## src/bvc_pkg.sv

```systemverilog
// Shared types, constants and helper functions for the box against voxel map collision block.
package bvc_pkg;

  localparam int unsigned MAX_X_DEF = 64;
  localparam int unsigned MAX_Y_DEF = 64;
  localparam int unsigned MAX_Z_DEF = 64;

  localparam logic [31:0] EMPTY_COLOR = 32'hFFFF_FFFF;
  localparam logic [6:0] SIZE_RESET = 7'd64;

  localparam logic OP_WRITE = 1'b0;
  localparam logic OP_QUERY = 1'b1;

  localparam logic [1:0] REG_SIZE_X = 2'd0;
  localparam logic [1:0] REG_SIZE_Y = 2'd1;
  localparam logic [1:0] REG_SIZE_Z = 2'd2;

  typedef struct packed {
    logic capture;
    logic clr_step;
    logic wr_read;
    logic wr_write;
    logic calc;
    logic mask;
    logic scan_start;
    logic scan_step;
    logic out_load;
    logic out_hit;
  } bvc_cmd_t;

  typedef struct packed {
    logic clr_last;
    logic wr_in_map;
    logic range_ok;
    logic scan_last;
    logic row_hit;
    logic out_busy;
  } bvc_status_t;

  typedef struct packed {
    logic ok;
    logic signed [17:0] fs;
    logic signed [17:0] ls;
  } span_t;

  function automatic int unsigned idx_width(input int unsigned n);
    return (n > 1) ? $clog2(n) : 1;
  endfunction

  // Cells that overlap [lo, hi] inside [0, size): from ceil(lo)-1 up to floor(hi).
  function automatic span_t axis_span(input logic signed [23:0] lo,
                                      input logic signed [23:0] hi,
                                      input logic [17:0] size);
    logic signed [25:0] lo_ext;
    logic signed [17:0] ce;
    logic signed [17:0] fl;
    logic signed [17:0] sm1;
    span_t s;
    lo_ext = 26'(lo) + 26'sd255;
    ce = 18'(lo_ext >>> 8);
    fl = 18'(hi >>> 8);
    sm1 = $signed(size) - 18'sd1;
    s.fs = ce - 18'sd1;
    if (s.fs < 18'sd0) begin
      s.fs = 18'sd0;
    end
    s.ls = (fl < sm1) ? fl : sm1;
    s.ok = (s.fs <= s.ls);
    return s;
  endfunction

endpackage

```

## src/bvc_ctrl.sv

```systemverilog
// Controller state machine sequencing clearing, voxel writes and box queries.
module bvc_ctrl import bvc_pkg::*; (
  input  logic        clk,
  input  logic        rst,
  input  logic        in_valid,
  output logic        in_ready,
  input  logic        opcode,
  input  bvc_status_t status,
  output bvc_cmd_t    cmd
);

  typedef enum logic [8:0] {
    S_CLEAR = 9'b000000001,
    S_IDLE  = 9'b000000010,
    S_WRD   = 9'b000000100,
    S_WWR   = 9'b000001000,
    S_CALC  = 9'b000010000,
    S_MASK  = 9'b000100000,
    S_SCAN  = 9'b001000000,
    S_DRAIN = 9'b010000000,
    S_DONE  = 9'b100000000
  } state_t;

  state_t state;
  state_t state_next;
  logic   res;
  logic   res_next;

  always_ff @(posedge clk) begin
    if (rst) begin
      state <= S_CLEAR;
      res <= 1'b0;
    end else begin
      state <= state_next;
      res <= res_next;
    end
  end

  assign in_ready = (state == S_IDLE);

  always_comb begin
    state_next = state;
    res_next = res;
    cmd = '0;
    cmd.out_hit = res;
    case (state)
      S_CLEAR: begin
        cmd.clr_step = 1'b1;
        if (status.clr_last) state_next = S_IDLE;
      end
      S_IDLE: begin
        if (in_valid) begin
          cmd.capture = 1'b1;
          state_next = (opcode == OP_WRITE) ? S_WRD : S_CALC;
        end
      end
      S_WRD: begin
        cmd.wr_read = 1'b1;
        state_next = status.wr_in_map ? S_WWR : S_IDLE;
      end
      S_WWR: begin
        cmd.wr_write = 1'b1;
        state_next = S_IDLE;
      end
      S_CALC: begin
        cmd.calc = 1'b1;
        state_next = S_MASK;
      end
      S_MASK: begin
        cmd.mask = 1'b1;
        if (status.range_ok) begin
          cmd.scan_start = 1'b1;
          state_next = S_SCAN;
        end else begin
          res_next = 1'b0;
          state_next = S_DONE;
        end
      end
      S_SCAN: begin
        cmd.scan_step = 1'b1;
        if (status.row_hit) begin
          res_next = 1'b1;
          state_next = S_DONE;
        end else if (status.scan_last) begin
          state_next = S_DRAIN;
        end
      end
      S_DRAIN: begin
        res_next = status.row_hit;
        state_next = S_DONE;
      end
      S_DONE: begin
        if (!status.out_busy) begin
          cmd.out_load = 1'b1;
          state_next = S_IDLE;
        end
      end
      default: begin
        state_next = S_CLEAR;
      end
    endcase
  end

endmodule

```

## config.mk

```make
export PLATFORM = sky130hd
export DESIGN_NAME = bvc_ctrl
export DESIGN_NICKNAME = d
export VERILOG_FILES = /design/src/bvc_pkg.sv /design/src/bvc_ctrl.sv
export SDC_FILE = /design/constraint.sdc
export NUM_CORES = 1
export LEC_CHECK = 0
export ABC_CLOCK_PERIOD_IN_PS = 2300
export BUFFER_PORTS_ARGS = -buffer_cell sky130_fd_sc_hd__buf_2
export CAP_MARGIN = 15
export CORE_MARGIN = 5
export CORE_UTILIZATION = 50
export CTS_BUF_LIST = sky130_fd_sc_hd__clkbuf_4 sky130_fd_sc_hd__clkbuf_8
export CTS_CLUSTER_DIAMETER = 40
export DETAILED_ROUTE_END_ITERATION = 10
export HOLD_SLACK_MARGIN = 0.05
export MAX_ROUTING_LAYER = met4
export PLACE_DENSITY = 0.77
export SLEW_MARGIN = 20
export SYNTH_ARGS = -nofsm -noshare
export SYNTH_HDL_FRONTEND = slang
export SYNTH_SLANG_ARGS = --single-unit
export TNS_END_PERCENT = 1
```

## constraint.sdc

```tcl
create_clock -name clk -period 2.3 [get_ports clk]
set_input_delay 0.69 -clock clk [delete_from_list [all_inputs] [get_ports clk]]
set_output_delay 0.69 -clock clk [all_outputs]
set_load 0.02 [all_outputs]
```

==> results.toml, run 1 <==
[clocking]
hold_buffers = 0
h-tree-depth = 1
clockBufferDepth = 2
worst_skew_pair.late_latency_ns = 0.27
cts.sinks = 10
clk_pin_slew_ns = 0.07
cts-root-buf = "clkbuf_4"
cts_buffers = 3
cts_tree = "done"

[floorplanning]
die_w_um = 49.0
die_y_um = 49.0
dieArea_sq_um = 2400
core_sq_um = 1470
num_rows = 14
boundaryPins = 21
initial_core_util_pct = 51.8

[logic_synthesis]
syn_area_sq_um = 762
synthFlopType = "dfxtp_1"
yosysSeqAreaShare_pct = 26.3
postSynth.asyncResetShare_pct = 0
syn_nets = 102
synth_cell_type_count = 48
yosys_warnings = 0
synth_edf_count = 0
postSynthCellCount = 92
synth.avg_cell_area_sq_um = 8.28
synth_seq_cells = 10

[critical_path]
crit_arrival_ns = 1.57
end_kind = "primary output"
ff2ff_path_depth = 6
startpoint_type = "flip-flop"
worst-setup-path-type = "reg -> out"
setup.worst_path.start = "state[5]"
crit_fanout = 6
crit_required_ns = 1.61
timing.rr.start = "state[6]"

[drt]
avgRoutedWirePerCell_um = 14.5
antenna_left = 0
drtIter0Drc = 21
viasPerCell = 5.98
drc = 0
num_vias = 796
first_pass_iters = 4
wirelength_mm = 1.93

[global_route]
grt_start_max_net_pins = 11
grtUsageTotal_pct = 16.6
grt_pass1_wl_mm = 3.06
antenna_found_initial = 0
grt_pass1_vias = 676
grt-ovfl-total = 0

[power]
peakVddDrop_v = 0.000410
power_mw = 0.509
p_per_area_nw_per_um2 = 513
p_leak_nw = 0.430

[placement]
dp_hpwl_mm = 1.35
gp_congestion = 0.911
portBuffers = 20

[min_path]
hold_class = "reg -> reg"
holdCritStartpoint = "res"
hold_depth = 2

[finish]
area_growth_pct = 30.4
fin_util_pct = 67.5
layout-drive-gt1-share_pct = 48.7
ff_latch_area_sq_um = 209
antenna_cells = 0
final.fill_count = 126
multi_input_area_sq_um = 543
num-nets-final = 128

[run]
drv_cap = 0

[sta]
achievable-frequency_mhz = 443
setup_viol = 0
clock-skew-final_ns = 0.000656
worstMarginPinSlew_ns = 0.412
finalHoldViolCount = 0
fin_crit_ns = 2.26
finalCritPeriodShare_pct = 98.2
slew_headroom_pct = 72.4
finalMaxSlewViolations = 0
rsz0062_at_grt = "yes"

[status]
status = "completed"
## layer usage
layer / wire [um] / GRT usage (%)
met5: 0 / -
met4: 48 / 8.97
met3: 90 / 3.06
met2: 923 / 26.1
met1: 862 / 19.9
## through the flow
| stage | setup WS [ns] | hold slack (ns) | setup TNS, ns | area (sq um) | std cells |
|---|---|---|---|---|---|
| floorplan | 0.0112 | 0.432 | 0 | 762 | 92 |
| global placement | 0.234 | 0.438 | 0 | 842 | 125 |
| detailed placement | 0.184 | 0.452 | 0 | 842 | 125 |
| CTS | 0.00191 | 0.463 | 0 | 897 | 129 |
| global route | -0.0498 | 0.489 | -0.167 | 993 | 133 |
| finish | 0.0421 | 0.462 | 0 | 993 | 133 |
## worst max-delay path, cell delays in order (launching register included)
cell and delay [ns]:
dfxtp_4 0.37, nor4_4 0.34, nand2_2 0.14, nor3_4 0.16, and2_4 0.17, buf_6 0.11
## cell usage after synthesis, types with 2 or more instances
cell	instances	area share [%]
buf_6	2	3.0
nand3_1	2	1.3
dfxtp_1	10	26
a21oi_1	5	3.3
nor2_1	9	4.4
nand2b_1	2	1.6
or3_1	2	1.6
or4_1	3	3.0
nand2_1	8	3.9
xor2_1	2	2.3
buf_4	2	2.0
o21ai_0	3	2.0
nand3b_1	2	2.0
nor3_1	3	2.0
inv_1	3	1.5
and2_1	2	1.6
## power by group
group	switching, mW	internal [mW]	total, mW	leakage, nW
clock	0.0679	0.0963	0.164	0.0210
sequential	0.0193	0.179	0.198	0.0832
combinational	0.0778	0.0691	0.147	0.325
## cells in the final DEF (no fill, tap or decap), types with 2 or more instances in the layout
| cell type | count |
|---|---|
| nand3b_1 | 2 |
| nand2b_1 | 2 |
| or3_1 | 2 |
| a21oi_1 | 5 |
| nor3_1 | 2 |
| or4_1 | 3 |
| nor2_1 | 8 |
| nand2_2 | 3 |
| nand3_1 | 2 |
| inv_2 | 3 |
| o21ai_0 | 3 |
| dfxtp_4 | 2 |
| buf_2 | 16 |
| xor2_1 | 2 |
| clkbuf_4 | 3 |
| nor3_4 | 2 |
| dfxtp_1 | 7 |
| nand2_1 | 6 |
| buf_4 | 8 |
| and2_4 | 2 |
| buf_6 | 3 |
## worst paths after layout
| kind | to | slack [ns] |
|---|---|---|
| setup / recovery | cmd[7] | 0.04 |
| hold / removal | res | 0.46 |
| setup reg to reg | state[0] | 0.56 |
| hold reg to reg | res | 0.46 |
## kinds of logic (layout without fill, tap and decap cells)
family,Yosys count,count (layout),synth area share (%)
flops,10,10,26.3
xor+xnor,2,2,2.30
buf+inv,9,34,9.69
simple gates,51,51,43.2
compound gates,20,20,18.6
## final cells by class
| type | count | share of cell area (%) |
|---|---|---|
| Clock buffer | 4 | 3.65 |
| Inverter | 3 | 1.13 |
| Multi-Input combinational cell | 73 | 54.7 |
| Sequential cell | 10 | 21.0 |
| Tap cell | 16 | 2.02 |
| Timing Repair Buffer | 27 | 17.5 |
## registers in the layout, indices dropped and copies added, names as in the netlist
name / flops
res: 1
state: 9
## repair_timing
action                                  CTS  global route
endpoints found under the setup margin    4             5
pin swaps                                 1            10
buffers inserted                          0             4
gates resized for setup                   5            21
Note: power is estimated with default switching activity, not from simulation.
==> run 2, diff against run 1 <==
CORE_UTILIZATION = 57   (was 50)
PLACE_DENSITY = 0.86   (was 0.77)
SETUP_SLACK_MARGIN = 0.4   (was default)
SLEW_MARGIN = default   (was 20)
==> run 2 against run 1 <==
Effect of this change:
- worst hold slack worse by 0.0047 ns
- combinational power fell by 3%
- fmax fell by 0.64%
- die area is 9.8% lower
- flip-flop and latch count unchanged
- non-clock buffer count fell by 3
- highest routed layer unchanged
- sequential power up 2%
==> results.toml, run 2 (same netlist as run 1, synthesis figures left out) <==
[sta]
setup_viol = 0
finalHoldViolCount = 0
fin_tns_setup_ns = 0
rsz0062_at_grt = "yes"
worstMarginPinSlew_ns = 0.361
fin_crit_ns = 2.27
finalMaxSlewViolations = 0
clock-skew-final_ns = 0.00825
worst_slack_ns = 0.0276
slew_headroom_pct = 75.9
fin_hold_ws_ns = 0.457
finalCritPeriodShare_pct = 98.8
achievable-frequency_mhz = 440

[drt]
met2_length_mm = 1.02
drc = 0
viasPerCell = 6.09
antenna_left = 0
num_vias = 785
drtIter0Drc = 22
route.met3.wl_um = 146
wl_met1_um = 825
top_layer = "met4"
first_pass_iters = 4
wirelength_mm = 2.00
avgRoutedWirePerCell_um = 15.5

[finish]
reg.largest.list = "state x9, res x1"
final_common_cell = "buf_2"
layout_common_cells = "16 x buf_2, 8 x buf_4, 7 x nand2_1, 7 x nor2_1"
area_growth_pct = 24.8
final.fill_count = 97
final_cells = 129
antenna_cells = 0
largest_register_ffs = 9
num-nets-final = 125
layout-drive-gt1-share_pct = 47.4
regMostFlops = "state"

[power]
p_leak_nw = 0.418
p_per_area_nw_per_um2 = 534
peakVddDrop_v = 0.000397

[critical_path]
crit_required_ns = 1.61
path_delay_family = "simple AND/OR/NAND/NOR gates"
crit_buf_inv = 1
end_kind = "primary output"
crit_fanout = 8
startpoint_type = "flip-flop"
crit_arrival_ns = 1.58
slowest_stage = "dfxtp_4"
max_stage_delay_ns = 0.38
crit_chain = "nor4_4, nand2_2, nor3_2, and2_1, buf_4"
rrSetupSlack_ns = 0.57
worst-setup-path-type = "reg -> out"

[global_route]
grt_pass1_wl_mm = 3.25
antenna_found_initial = 0
grt-ovfl-total = 0
grtUsageTotal_pct = 21.7
grt_pass1_vias = 715
grt_start_max_net_pins = 11

[placement]
portBuffers = 20
dp_hpwl_mm = 1.43
pre_cts_slack_ns = 0.152
placed_cells = 123
gp_congestion = 0.952

[clocking]
h-tree-depth = 1
clockBufferDepth = 2
cts.sinks = 10
worst_skew_pair.late_latency_ns = 0.28
hold_buffers = 0
cts_tree = "done"
cts-root-buf = "clkbuf_4"
cts_buffers = 3
clk_pin_slew_ns = 0.07

[floorplanning]
boundaryPins = 21
initial_core_util_pct = 59.3
die_w_um = 46.6
num_rows = 13
die_y_um = 46.6
core_sq_um = 1280
dieArea_sq_um = 2170

[status]
status = "completed"

[min_path]
hold_class = "reg -> reg"

[run]
drv_cap = 0
## run 2: cell count changes in the layout (fill, tap and decap cells not counted), sizes merged
cell  delta
buf      -3
## run 2: layer usage
layer | GRT usage [%] | vias to the layer above
met1 | 26.2 | 373
met3 | 7.42 | 2
met2 | 34.1 | 27
met5 | - | -
li1 | - | 383
met4 | 5.68 | 0
## run 2: final timing paths
path                                from        to  cells past startpoint
worst max-delay path            state[7]    cmd[7]                      5
worst min-delay path                 res       res                      2
worst max register to register  state[5]  state[0]                      5
worst min register to register       res       res                      2
## run 2: stage by stage
stage                     cell area [sq um]  total power [mW]  util (%)
after global routing                    951             0.530      74.0
after detailed placement                842             0.329      65.5
after floorplan                         771             0.293         -
after CTS                               930             0.507      72.3
after global placement                  842             0.326      65.5
final                                   951             0.508      74.0
## run 2: cell type report
class | count | area, sq um | share of cell area, %
well taps | 15 | 18.8 | 1.97
clock buffers | 4 | 36.3 | 3.82
repair buffers | 24 | 140 | 14.7
inverters | 3 | 11.3 | 1.18
multi-input cells | 73 | 534 | 56.2
flip-flops and latches | 10 | 210 | 22.1
## run 2: power by group
group          internal (mW)  leakage (nW)  switching [mW]  total, mW
registers              0.181        0.0837          0.0205      0.202
logic                 0.0667         0.313          0.0759      0.143
clock network         0.0964        0.0210          0.0675      0.164
## run 2: worst min-delay path, stage by stage (launching register included)
cell	delay [ns]
dfxtp_1	0.31
nand2_1	0.05
a21oi_1	0.05
## run 2: what timing repair did
action | CTS | global route
setup buffers | 2 | 0
pin swaps | 3 | 1
resized for setup | 13 | 6
endpoints found under the hold margin | 0 | 0
endpoints found under the setup margin | 10 | 10
